<file path="config.mk">
export PLATFORM = sky130hd
export DESIGN_NAME = supply_sag_duty_limiter
export DESIGN_NICKNAME = d
export VERILOG_FILES = /design/src/ssdl_pkg.sv /design/src/supply_sag_duty_limiter.sv /design/src/ssdl_ctrl.sv /design/src/ssdl_dp.sv
export SDC_FILE = /design/constraint.sdc
export NUM_CORES = 2
export LEC_CHECK = 0
export BUFFER_PORTS_ARGS = -buffer_cell sky130_fd_sc_hd__buf_2
export CORE_ASPECT_RATIO = 1.25
export CORE_MARGIN = 1.5
export CORE_UTILIZATION = 45
export CTS_CLUSTER_SIZE = 8
export DETAILED_ROUTE_END_ITERATION = 10
export PLACE_DENSITY = 0.69
export SYNTH_ARGS = -nofsm -noshare
export SYNTH_HDL_FRONTEND = slang
export SYNTH_SLANG_ARGS = --single-unit
</file>
<file path="constraint.sdc">
create_clock -name clk -period 13.4 [get_ports clk]
set_input_delay 1.34 -clock clk [delete_from_list [all_inputs] [get_ports clk]]
set_output_delay 1.34 -clock clk [all_outputs]
set_load 0.05 [all_outputs]
</file>
<file path="src/ssdl_pkg.sv">
`default_nettype none
package ssdl_pkg;

    localparam int SHORT_TAPS  = 32;
    localparam int WINDOW_TAPS = 256;
    localparam int SAMPLE_BITS = 12;
    localparam int SHORT_AW    = $clog2(SHORT_TAPS);
    localparam int WINDOW_AW   = $clog2(WINDOW_TAPS);
    localparam int CNT_W       = WINDOW_AW + 1;
    localparam int SUM_W       = SAMPLE_BITS + SHORT_AW;
    localparam int DUTY_W      = 16;
    localparam int CFG_IDX_W   = 3;

    localparam logic [2:0] MID_STEPS_MAX = 3'd4;

    localparam logic [CFG_IDX_W-1:0] REG_UNSTABLE_RANGE = 3'd0;
    localparam logic [CFG_IDX_W-1:0] REG_NOMINAL_LEVEL  = 3'd1;
    localparam logic [CFG_IDX_W-1:0] REG_DEAD_ZONE      = 3'd2;
    localparam logic [CFG_IDX_W-1:0] REG_LOW_LEVEL      = 3'd3;
    localparam logic [CFG_IDX_W-1:0] REG_DUTY_FLOOR_LOW = 3'd4;
    localparam logic [CFG_IDX_W-1:0] REG_DUTY_FLOOR_MID = 3'd5;
    localparam logic [CFG_IDX_W-1:0] REG_DUTY_FULL      = 3'd6;

    localparam logic [1:0] ZONE_HIGH = 2'd0;
    localparam logic [1:0] ZONE_MID  = 2'd1;
    localparam logic [1:0] ZONE_DEEP = 2'd2;
    localparam logic [1:0] ZONE_NONE = 2'd3;

    typedef struct packed {
        logic                 load;
        logic                 fill;
        logic                 fill_short;
        logic                 rd_short;
        logic                 upd_short;
        logic                 wr_win;
        logic                 scan_rd;
        logic                 scan_acc;
        logic                 decide;
        logic [WINDOW_AW-1:0] addr;
    } cmd_t;

    typedef struct packed {
        logic primed;
        logic out_busy;
    } status_t;

endpackage
`default_nettype wire

</file>
<file path="src/supply_sag_duty_limiter.sv">
// Supply sag duty limiter. Each sample transaction updates a 32-entry averaging
// ring and a 256-entry window ring, finds the window's max and min, and moves a
// PWM duty ceiling by voltage zone. An item passes from accept to result through
// a ring read, ring update and window write, then a scan of the window memory,
// one entry a cycle, and the decision, which waits while a stalled result is
// held; the first item after reset instead fills both rings with its sample
// before the window write. Configuration writes take effect at once and belong
// only to idle periods.
`default_nettype none
module supply_sag_duty_limiter (
    input  wire         clk,
    input  wire         rst_n,
    input  wire         in_valid,
    output logic        in_stall,
    input  wire [11:0]  sample,
    input  wire         add_tick,
    input  wire         sub_tick,
    input  wire         cfg_we,
    input  wire [2:0]   cfg_index,
    input  wire [15:0]  cfg_data,
    output logic        out_valid,
    input  wire         out_stall,
    output logic [15:0] duty_limit,
    output logic [11:0] filtered_level,
    output logic [11:0] window_range,
    output logic        unstable,
    output logic [1:0]  zone
);

    ssdl_pkg::cmd_t    cmd;
    ssdl_pkg::status_t status;

    ssdl_ctrl u_ctrl (
        .clk      (clk),
        .rst_n    (rst_n),
        .in_valid (in_valid),
        .in_stall (in_stall),
        .status   (status),
        .cmd      (cmd)
    );

    ssdl_dp u_dp (
        .clk            (clk),
        .rst_n          (rst_n),
        .cmd            (cmd),
        .status         (status),
        .sample         (sample),
        .add_tick       (add_tick),
        .sub_tick       (sub_tick),
        .cfg_we         (cfg_we),
        .cfg_index      (cfg_index),
        .cfg_data       (cfg_data),
        .out_valid      (out_valid),
        .out_stall      (out_stall),
        .duty_limit     (duty_limit),
        .filtered_level (filtered_level),
        .window_range   (window_range),
        .unstable       (unstable),
        .zone           (zone)
    );

endmodule
`default_nettype wire

</file>
<file path="src/ssdl_ctrl.sv">
`default_nettype none
module ssdl_ctrl (
    input  wire                 clk,
    input  wire                 rst_n,
    input  wire                 in_valid,
    output logic                in_stall,
    input  ssdl_pkg::status_t   status,
    output ssdl_pkg::cmd_t      cmd
);

    localparam logic [2:0] ST_IDLE = 3'd0;
    localparam logic [2:0] ST_FILL = 3'd1;
    localparam logic [2:0] ST_RD   = 3'd2;
    localparam logic [2:0] ST_UPD  = 3'd3;
    localparam logic [2:0] ST_WRW  = 3'd4;
    localparam logic [2:0] ST_SCAN = 3'd5;
    localparam logic [2:0] ST_DEC  = 3'd6;

    logic [2:0]                 state_reg, state_next;
    logic [ssdl_pkg::CNT_W-1:0] cnt_reg, cnt_next;

    assign in_stall = (state_reg != ST_IDLE);

    // sequence one transaction through fill, ring update, window scan and decision
    always_comb
    begin
        state_next = state_reg;
        cnt_next   = cnt_reg;
        cmd        = '0;
        cmd.addr   = cnt_reg[ssdl_pkg::WINDOW_AW-1:0];
        case (state_reg)
            ST_IDLE:
            begin
                if (in_valid)
                begin
                    cmd.load   = 1'b1;
                    cnt_next   = '0;
                    state_next = status.primed ? ST_RD : ST_FILL;
                end
            end
            ST_FILL:
            begin
                cmd.fill       = 1'b1;
                cmd.fill_short = (cnt_reg < ssdl_pkg::CNT_W'(ssdl_pkg::SHORT_TAPS));
                cnt_next       = cnt_reg + 1'b1;
                if (cnt_reg == ssdl_pkg::CNT_W'(ssdl_pkg::WINDOW_TAPS - 1))
                begin
                    state_next = ST_WRW;
                end
            end
            ST_RD:
            begin
                cmd.rd_short = 1'b1;
                state_next   = ST_UPD;
            end
            ST_UPD:
            begin
                cmd.upd_short = 1'b1;
                state_next    = ST_WRW;
            end
            ST_WRW:
            begin
                cmd.wr_win = 1'b1;
                cnt_next   = '0;
                state_next = ST_SCAN;
            end
            ST_SCAN:
            begin
                cmd.scan_rd  = (cnt_reg != ssdl_pkg::CNT_W'(ssdl_pkg::WINDOW_TAPS));
                cmd.scan_acc = (cnt_reg != '0);
                cnt_next     = cnt_reg + 1'b1;
                if (cnt_reg == ssdl_pkg::CNT_W'(ssdl_pkg::WINDOW_TAPS))
                begin
                    state_next = ST_DEC;
                end
            end
            ST_DEC:
            begin
                if (!status.out_busy)
                begin
                    cmd.decide = 1'b1;
                    state_next = ST_IDLE;
                end
            end
            default:
            begin
                state_next = ST_IDLE;
            end
        endcase
    end

    always_ff @(posedge clk or negedge rst_n)
    begin
        if (!rst_n)
        begin
            state_reg <= ST_IDLE;
            cnt_reg   <= '0;
        end
        else
        begin
            state_reg <= state_next;
            cnt_reg   <= cnt_next;
        end
    end

endmodule
`default_nettype wire

</file>
<file path="src/ssdl_dp.sv">
`default_nettype none
module ssdl_dp (
    input  wire                   clk,
    input  wire                   rst_n,
    input  ssdl_pkg::cmd_t        cmd,
    output ssdl_pkg::status_t     status,
    input  wire [11:0]            sample,
    input  wire                   add_tick,
    input  wire                   sub_tick,
    input  wire                   cfg_we,
    input  wire [2:0]             cfg_index,
    input  wire [15:0]            cfg_data,
    output logic                  out_valid,
    input  wire                   out_stall,
    output logic [15:0]           duty_limit,
    output logic [11:0]           filtered_level,
    output logic [11:0]           window_range,
    output logic                  unstable,
    output logic [1:0]            zone
);

    localparam int SB = ssdl_pkg::SAMPLE_BITS;
    localparam int DW = ssdl_pkg::DUTY_W;

    logic [SB-1:0] short_mem [ssdl_pkg::SHORT_TAPS];
    logic [SB-1:0] win_mem   [ssdl_pkg::WINDOW_TAPS];

    logic [SB-1:0] unstable_range_reg, nominal_level_reg, dead_zone_reg, low_level_reg;
    logic [DW-1:0] duty_floor_low_reg, duty_floor_mid_reg, duty_full_reg;

    logic                          primed_reg;
    logic [ssdl_pkg::SHORT_AW-1:0] short_pos_reg;
    logic [ssdl_pkg::WINDOW_AW-1:0] win_pos_reg;
    logic [2:0]                    mid_steps_reg, mid_steps_next;
    logic                          deep_reg, deep_next;
    logic                          pend_up_reg, pend_up_next;
    logic                          pend_dn_reg, pend_dn_next;
    logic [DW-1:0]                 duty_reg, duty_next;
    logic [ssdl_pkg::SUM_W-1:0]    sum_reg;
    logic [SB-1:0]                 sample_reg, short_q_reg, win_q_reg, max_reg, min_reg;
    logic                          out_valid_reg;
    logic [DW-1:0]                 o_duty_reg;
    logic [SB-1:0]                 o_avg_reg, o_range_reg;
    logic                          o_unst_reg;
    logic [1:0]                    o_zone_reg, zone_next;

    logic [SB-1:0] avg, range_v, new_slot;
    logic          unst;
    logic [SB:0]   high_thr;
    logic [DW-1:0] duty_m2;

    assign avg      = sum_reg[ssdl_pkg::SUM_W-1:ssdl_pkg::SHORT_AW];
    assign new_slot = SB'(({1'b0, short_q_reg} + {1'b0, sample_reg}) >> 1);
    assign range_v  = max_reg - min_reg;
    assign unst     = range_v > unstable_range_reg;
    assign high_thr = {1'b0, nominal_level_reg} + {1'b0, dead_zone_reg};
    assign duty_m2  = (duty_reg > DW'(2)) ? duty_reg - DW'(2) : '0;

    assign status.primed   = primed_reg;
    assign status.out_busy = out_valid_reg && out_stall;

    assign out_valid      = out_valid_reg;
    assign duty_limit     = o_duty_reg;
    assign filtered_level = o_avg_reg;
    assign window_range   = o_range_reg;
    assign unstable       = o_unst_reg;
    assign zone           = o_zone_reg;

    // ring memories
    always_ff @(posedge clk)
    begin
        if (cmd.fill_short)
        begin
            short_mem[cmd.addr[ssdl_pkg::SHORT_AW-1:0]] <= sample_reg;
        end
        else if (cmd.upd_short)
        begin
            short_mem[short_pos_reg] <= new_slot;
        end
        if (cmd.rd_short)
        begin
            short_q_reg <= short_mem[short_pos_reg];
        end
    end

    always_ff @(posedge clk)
    begin
        if (cmd.fill)
        begin
            win_mem[cmd.addr] <= sample_reg;
        end
        else if (cmd.wr_win)
        begin
            win_mem[win_pos_reg] <= avg;
        end
        if (cmd.scan_rd)
        begin
            win_q_reg <= win_mem[cmd.addr];
        end
    end

    // zone decision
    always_comb
    begin
        mid_steps_next = mid_steps_reg;
        deep_next      = deep_reg;
        pend_up_next   = pend_up_reg;
        pend_dn_next   = pend_dn_reg;
        duty_next      = duty_reg;
        zone_next      = ssdl_pkg::ZONE_NONE;
        if ({1'b0, avg} >= high_thr)
        begin
            zone_next      = ssdl_pkg::ZONE_HIGH;
            mid_steps_next = '0;
            deep_next      = 1'b0;
            if (unst)
            begin
                if (duty_reg > duty_floor_mid_reg)
                begin
                    duty_next = duty_reg - 1'b1;
                end
                else
                begin
                    duty_next = duty_floor_mid_reg;
                end
            end
            else if (pend_up_reg)
            begin
                pend_up_next = 1'b0;
                if (duty_reg < duty_full_reg)
                begin
                    duty_next = duty_reg + 1'b1;
                end
            end
        end
        else if (avg > low_level_reg &&
                 (avg <= nominal_level_reg || mid_steps_reg == ssdl_pkg::MID_STEPS_MAX))
        begin
            zone_next = ssdl_pkg::ZONE_MID;
            if (pend_dn_reg)
            begin
                pend_dn_next = 1'b0;
                deep_next    = 1'b0;
                if (mid_steps_reg < ssdl_pkg::MID_STEPS_MAX)
                begin
                    mid_steps_next = mid_steps_reg + 1'b1;
                end
                if (duty_reg > duty_floor_mid_reg)
                begin
                    duty_next = duty_m2;
                end
                else if (duty_reg < duty_floor_mid_reg)
                begin
                    duty_next = duty_reg + 1'b1;
                end
            end
        end
        else if (avg <= low_level_reg || deep_reg)
        begin
            zone_next = ssdl_pkg::ZONE_DEEP;
            if (pend_dn_reg)
            begin
                pend_dn_next   = 1'b0;
                deep_next      = 1'b1;
                mid_steps_next = '0;
                duty_next      = (duty_reg > duty_floor_low_reg) ? duty_m2 : duty_floor_low_reg;
            end
        end
    end

    // payload registers
    always_ff @(posedge clk)
    begin
        if (cmd.load)
        begin
            sample_reg <= sample;
        end
        if (cmd.wr_win)
        begin
            max_reg <= '0;
            min_reg <= '1;
        end
        else if (cmd.scan_acc)
        begin
            if (win_q_reg > max_reg)
            begin
                max_reg <= win_q_reg;
            end
            if (win_q_reg < min_reg)
            begin
                min_reg <= win_q_reg;
            end
        end
        if (cmd.fill)
        begin
            sum_reg <= {sample_reg, ssdl_pkg::SHORT_AW'(0)};
        end
        else if (cmd.upd_short)
        begin
            sum_reg <= sum_reg - ssdl_pkg::SUM_W'(short_q_reg) + ssdl_pkg::SUM_W'(new_slot);
        end
        if (cmd.decide)
        begin
            o_duty_reg  <= duty_next;
            o_avg_reg   <= avg;
            o_range_reg <= range_v;
            o_unst_reg  <= unst;
            o_zone_reg  <= zone_next;
        end
    end

    // control state and configuration
    always_ff @(posedge clk or negedge rst_n)
    begin
        if (!rst_n)
        begin
            unstable_range_reg <= SB'(200);
            nominal_level_reg  <= SB'(2000);
            dead_zone_reg      <= SB'(50);
            low_level_reg      <= SB'(1800);
            duty_floor_low_reg <= DW'(300);
            duty_floor_mid_reg <= DW'(500);
            duty_full_reg      <= DW'(1000);
            primed_reg         <= 1'b0;
            short_pos_reg      <= '0;
            win_pos_reg        <= '0;
            mid_steps_reg      <= '0;
            deep_reg           <= 1'b0;
            pend_up_reg        <= 1'b0;
            pend_dn_reg        <= 1'b0;
            duty_reg           <= DW'(1000);
            out_valid_reg      <= 1'b0;
        end
        else
        begin
            if (cfg_we)
            begin
                case (cfg_index)
                    ssdl_pkg::REG_UNSTABLE_RANGE: unstable_range_reg <= cfg_data[SB-1:0];
                    ssdl_pkg::REG_NOMINAL_LEVEL:  nominal_level_reg  <= cfg_data[SB-1:0];
                    ssdl_pkg::REG_DEAD_ZONE:      dead_zone_reg      <= cfg_data[SB-1:0];
                    ssdl_pkg::REG_LOW_LEVEL:      low_level_reg      <= cfg_data[SB-1:0];
                    ssdl_pkg::REG_DUTY_FLOOR_LOW: duty_floor_low_reg <= cfg_data;
                    ssdl_pkg::REG_DUTY_FLOOR_MID: duty_floor_mid_reg <= cfg_data;
                    ssdl_pkg::REG_DUTY_FULL:      duty_full_reg      <= cfg_data;
                    default:
                    begin
                    end
                endcase
            end
            // latch tick flags on accept, consume them on a decision whose zone acts on them
            if (cmd.load)
            begin
                pend_up_reg <= pend_up_reg | add_tick;
                pend_dn_reg <= pend_dn_reg | sub_tick;
            end
            else if (cmd.decide)
            begin
                pend_up_reg   <= pend_up_next;
                pend_dn_reg   <= pend_dn_next;
                mid_steps_reg <= mid_steps_next;
                deep_reg      <= deep_next;
                duty_reg      <= duty_next;
            end
            if (cmd.fill)
            begin
                primed_reg <= 1'b1;
            end
            if (cmd.upd_short)
            begin
                short_pos_reg <= short_pos_reg + 1'b1;
            end
            if (cmd.wr_win)
            begin
                win_pos_reg <= win_pos_reg + 1'b1;
            end
            // hold result until taken
            if (cmd.decide)
            begin
                out_valid_reg <= 1'b1;
            end
            else if (!out_stall)
            begin
                out_valid_reg <= 1'b0;
            end
        end
    end

endmodule
`default_nettype wire

</file>
Yosys cells after proc, flatten, opt, wreduce, memory -nomap -nowiden. Memories as Yosys holds them, arrays and structs flattened. A register that Yosys moved wholly into a read port is not among the register bits. Index checks and enable logic that the tools add are counted. W data, S select, Z words.

Bits in registers: 241. Bits in latches: 0. Memory bits (writable): 3456. ROM bits: 0. Word-level logic and storage cells: 191. Memories kept: 2.

Add/subtract/negate cells: 12. $mul: 0. Divide/modulo/power cells: 0. $lt $le $gt $ge: 14. Eq/ne operators: 24. Shift operators: 0. Muxes and demuxes: 72. Bitwise gates (word level): 3. Reductions and logical operators: 35.

Memories: u_dp.win_mem (words 256, bits a word 12, rd ports 1, clocked after memory_dff 1, wr ports 1, RTL line ssdl_dp.sv:26) `logic [SB-1:0] win_mem [ssdl_pkg::WINDOW_TAPS];`; u_dp.short_mem (words 32, bits a word 12, rd ports 1, clocked after memory_dff 1, wr ports 1, RTL line ssdl_dp.sv:25) `logic [SB-1:0] short_mem [ssdl_pkg::SHORT_TAPS];`.

Operator list (number): $mux W16 (13); $mux W1 (37); $gt A12 B12 Y1 (3); $mux W17 (2); $gt A16 B16 Y1 (2); $lt A16 B16 Y1 (2); $mux W3 (10); $pmux W9 S3 (1); $add A12 B12 Y13 (2); $le A12 B12 Y1 (2); $mux W12 (2); $reduce_or A12 Y1 (2); $reduce_and A2 Y1 (11); $eq A3 B3 Y1 const B (7); $pmux W3 S7 (1); $add A17 B12 Y17 (1); $sub A17 B12 Y17 (1); $add A16 B1 Y16 const B (1); $gt A16 B2 Y1 const B (1); $sub A16 B1 Y16 const B (1); $sub A16 B2 Y16 const B (1); $ge A12 B13 Y1 (1); $eq A3 B2 Y1 const B (4); $lt A12 B12 Y1 (1); other kinds (30) (51).

Logic depth before layout (Yosys ltp).
Depth in word-level cells: 7. Gate-level depth with buffers: 22. Depth with buffers taken out: 21.

Cells and area by module. Synthesis repeated with hierarchy kept, for this count alone.

Cell total of the unflattened synthesis: 7244. Area, all modules: 150570.7 sq um.

Modules (own cells, without submodules): ssdl_dp (instances 1, cells an instance 7139, area an instance 149639.8 sq um, sequential area each 110468.4 sq um); ssdl_ctrl (instances 1, cells an instance 105, area an instance 930.9 sq um, sequential area each 300.3 sq um).

Worst setup path before layout. Ideal clock, no wire load.

Path kind: register -> register. From: register u_ctrl.state_reg[1]. To: memory u_dp.win_mem[0][0] in the netlist's numbering, data pin. Setup time: 2.188 ns. Arrival: 11.155 ns. Required time: 11.212 ns. Slack: 0.057 ns. Stages on the path, launching flop included: 6. Clock period less this slack: 13.343 ns. Cell sequence: dfrtp_1 -> inv_1 -> clkbuf_1 -> nand3b_1 -> clkbuf_1 -> o21ai_0.

Longest elaborated chain between the ends: 7. Elaborated cells between the ends (all ways): 9. Classes of those cells: 2 x eq/ne; 6 x mux; 1 x reduce/logical.

Ends and longest elaborated chain: from (decl) (RTL line ssdl_ctrl.sv:19) `logic [2:0] state_reg, state_next;`; from (signal assigned) (RTL line ssdl_ctrl.sv:101) `state_reg <= state_next;`; $eq A3 B3 Y1 (RTL line ssdl_ctrl.sv:31) `case (state_reg)`; $mux W1 (RTL line ssdl_ctrl.sv:31); $mux W1 (RTL line ssdl_dp.sv:92) `else if (cmd.wr_win)`; $mux W1 (*) (RTL line ssdl_dp.sv:88) `if (cmd.fill)`; $mux W1 (implied by the code) (*) (RTL line ssdl_dp.sv:94) `win_mem[win_pos_reg] <= avg;`; $reduce_or A12 Y1 (no source line) (*); $mux W12 (no source line) (*); to (decl) (RTL line ssdl_dp.sv:26).

Mark *: on every way between the ends. The rest lies on a longest branch, timed or not.

Worst setup path in the final report.
From: register u_ctrl.cnt_reg[0] in the netlist's numbering. To: register u_dp.win_q_reg[3] (read register of u_dp.win_mem), data pin.

Longest elaborated chain between the ends: 2.

Ends and longest elaborated chain: from (decl) (RTL line ssdl_ctrl.sv:20) `logic [ssdl_pkg::CNT_W-1:0] cnt_reg, cnt_next;`; from (signal assigned) (RTL line ssdl_ctrl.sv:102) `cnt_reg <= cnt_next;`; $ne A9 B9 Y1 (RTL line ssdl_ctrl.sv:69) `cmd.scan_rd = (cnt_reg != ssdl_pkg::CNT_W'(ssdl_pkg::WINDOW_TAPS));`; $mux W2 (RTL line ssdl_ctrl.sv:31); to (decl) (RTL line ssdl_dp.sv:40) `logic [SB-1:0] sample_reg, short_q_reg, win_q_reg, max_reg, min_reg;`.

Several ways; a longest one is shown, not always the timed one. A chain may end at the register's enable or synchronous reset.

==> summary.md <==
| Metric | Value |
|---|---|
| Gp weighted congestion | `0.911` |
| Clock transition at path regs | `0.05 ns` |
| Reg2reg start | `u_ctrl.cnt_reg[0]` |
| Mapped Area | `151000 um^2` |
| Slowest stage delay, CP | `0.96 ns` |
| Slew Viols, Final | `0` |
| Combinational power share | `0.040` |
| Reg2reg path depth | `8` |
| CTS tree | `built` |
| Root Buffer | `clkbuf_16` |
| Final hold violations | `0` |
| Critical Path Fanout Max | `100` |
| Clock power frac | `0.466` |
| Pwr Density | `150 nW/um^2` |
| Routed len/inst | `30.8 um` |
| CORE AREA | `333000 um^2` |
| CP dominant cell by count | `mux4_2` |
| Clk_lat worst skew | `0.93 ns` |
| # hold bufs at CTS | `0` |
| Tmin final | `6.00 ns` |
| Starting DRT DRC Count | `8992` |
| DRT Pass-1 Iters | `10` |
| Setup_tns | `0 ns` |
| Total setup buffers inserted after CTS | `0` |
| Total GRT Usage | `0.224` |
| Die Ht | `650 um` |
| Starting density of the core | `0.452` |
| Failing checks | `DRC` |
| Via-to-Cell Ratio | `6.21` |
| Number of synthesized flops with an enable pin | `3547` |
| VDD IR max | `0.104 mV` |
| Clk_skew | `0.0391 ns` |
| Die area | `339000 um^2` |
| Max FFs per register | `3072` |
| Mapped Nets | `7641` |
| Reg power frac | `0.494` |
| Clock Sinks | `3721` |
| Cell internal pwr | `20400 uW` |
| Initial antenna violation count | `11` |
| Slew @ Worst Pin | `1.32 ns` |
| H-tree depth | `6` |
| Crit path capture type | `flip-flop` |
| Yosys reg bits | `3721` |
| Post-Syn Instances | `7406` |
| Port Buffers | `82` |
| Leak | `0.0564 uW` |
| Post-CTS resize count | `0` |
| Worst path slowest cell | `dfrtp_4` |
| Arr. time, crit path | `6.62 ns` |
| Avg Synthesized Cell Area | `20.4 um^2` |
| Capture point of the worst reg-to-reg path | `u_dp.win_q_reg[3]` |
| WHS | `0.493 ns` |
| Startpoint class of the critical path | `flip-flop` |
| # rows | `237` |
| Top cells by area, synth | `edfxtp_1, mux4_2, dfrtp_1` |
| Layout cells sized above 1 | `0.289` |
| Share of the synthesized area in the top cell type | `0.706` |
| Post-route ant nets | `0` |
| Status | `complete, but fails checks` |
| Reg2Reg Setup Slack | `7.40 ns` |
| Final-report setup violation count | `0` |
| Vias in the first global route | `79000` |
| Total CTS buffers | `540` |
| Vias post-DR | `77100` |
| Distinct cell type count after synthesis | `86` |
| CP required | `14.02 ns` |
| Register area share after synthesis | `0.735` |
| Pin count of the biggest net entering global routing | `186` |
| Die W | `521 um` |
| NetSw | `5410 uW` |
| Remaining DRCs | `2` |
| Async SR Flop Fraction | `0.0390` |
| Top_reg_cell synth | `edfxtp_1` |
| Max Freq | `167 MHz` |
| Max-slew headroom | `0.118` |
| Largest area contributor in the netlist | `edfxtp_1` |
| Hold path start | `u_dp.sum_reg[3]` |
| Hold Path Class | `reg -> reg` |
| Yosys warning count | `0` |
| Critical path cell sequence | `buf_4, buf_12, buf_12, mux4_2, mux4_2, mux4_2, nor3_1, nor3_1` |
| RSZ-0062 raised after global routing | `false` |
| Clk buf depth | `4` |
| Final wirelength | `382 mm` |
| Switching share of power | `0.209` |
| Final worst-path cycle share | `0.448` |
| Max-cap violations | `0` |
| Post-DP HPWL | `223 mm` |
| Area grow syn2layout | `14.2%` |
| Final Net Count | `8131` |
| First-pass GRT wire length | `553 mm` |
| Crit Path Category | `reg -> reg` |
| IO Count | `83` |
| Hold depth | `2` |
| Worst Hold End | `u_dp.sum_reg[3]` |
| Gr ovfl total | `0` |
==> routing by layer <==
layer,GRT usage,wire (um),vias up
met4,0.0962,16900,10
met2,0.376,193000,4009
li1,-,-,31400
met5,0,70,-
met1,0.287,141000,40900
met3,0.0377,30800,805
==> area by class of cell <==
| cell class | instances | area (um^2) |
|---|---|---|
| clock inverter | 40 | 581 |
| multi-input combinational | 3124 | 38100 |
| timing repair buffer | 340 | 2480 |
| tap | 4421 | 5530 |
| inverter | 169 | 642 |
| sequential | 3721 | 111000 |
| antenna | 4 | 10.0 |
| clock buffer | 608 | 14000 |
| fill | 25500 | 161000 |
==> cells in the mapped netlist (9+ instances only) <==
master	number
buf_4	16
mux2i_1	31
and2_1	36
or2_2	9
nor2b_1	17
o21a_1	15
mux2_2	88
nor2_1	392
ha_1	182
dfstp_2	38
nor4_1	14
a22o_1	14
a211oi_1	58
a21o_1	34
clkbuf_1	211
nand2b_1	20
nand2_1	296
nand3b_1	12
xor2_1	22
a31oi_1	45
buf_6	15
and3_1	17
xnor2_1	44
o211ai_1	26
buf_1	58
o22ai_1	11
nor3_1	65
nand4_1	28
nand3_1	67
inv_1	167
buf_2	92
a21oi_1	118
o21ai_0	173
fa_1	15
o31ai_1	17
o221ai_1	10
dfrtp_1	107
dfxtp_1	29
or3_1	17
mux4_2	1085
edfxtp_1	3547
a22oi_1	9
==> worst max-delay path: cells and delay by family, from the launching register on <==
family	cells	cell delay [ns]
buffers and inverters	3	1.96
muxes	3	1.57
DFF	1	0.96
and+or+nand+nor	2	0.88
==> power groups by stage <==
stage	Clock, uW	Combinational (uW)	Sequential, uW
floorplan	0	759	12900
global placement	0	992	13000
detailed placement	0	1020	13000
CTS	12200	1030	12800
global route	12600	1170	12800
finish	12000	1040	12800
==> logic make-up (layout without fill, tap and decap cells) <==
logic type,count (synthesis),in the layout,synth area share
xor gates and xnor gates,66,66,0.00383
adders and majority gates,197,197,0.0171
DFF,3721,3721,0.735
buffers and inverters,561,1157,0.0159
and+or+nand+nor,1022,1022,0.0305
muxes,1204,1204,0.171
AOI/OAI and AO/OA,635,635,0.0275
other,0,4,0
==> layout by cell type, fill, tap and decap left out, types with 31 or more instances in the layout <==
cell type,n
mux4_2,1085
o21ai_0,163
ha_1,182
xnor2_1,44
a31oi_1,43
nand3_1,67
mux2i_1,31
nor2_2,93
a21oi_1,118
clkbuf_16,551
inv_1,166
and2_1,36
clkbuf_1,56
a211oi_1,57
dfstp_2,38
buf_4,247
dfrtp_1,97
mux2_2,88
edfxtp_1,3547
a21o_1,34
nand2_1,273
nor3_1,63
buf_2,81
nor2_1,299
==> per-stage QoR <==
stage,util,setup WS [ns],std cells,total power [uW],cell area [um^2]
6_report,0.516,7.40,12400,25800,172000
5_1_grt,0.516,6.99,12400,26500,172000
3_3_place_gp,0.473,7.20,11800,14000,157000
4_1_cts,0.516,7.19,12400,26000,172000
3_5_place_dp,0.473,7.21,11800,14000,157000
2_1_floorplan,-,0.0569,7406,13700,151000
==> how the worst max path moves through the flow <==
stage,slack (ns),to,from
detailed placement,7.21,u_dp.win_q_reg[3],u_ctrl.cnt_reg[0]
global route,6.99,u_dp.win_q_reg[3],u_ctrl.cnt_reg[0]
finish,7.40,u_dp.win_q_reg[3],u_ctrl.cnt_reg[0]
floorplan,0.06,u_dp.win_mem[0][0],u_ctrl.state_reg[1]
global placement,7.20,u_dp.win_q_reg[4],u_ctrl.cnt_reg[0]
CTS,7.19,u_dp.win_q_reg[3],u_ctrl.cnt_reg[0]
No activity file was read; power rests on OpenSTA's default activity.
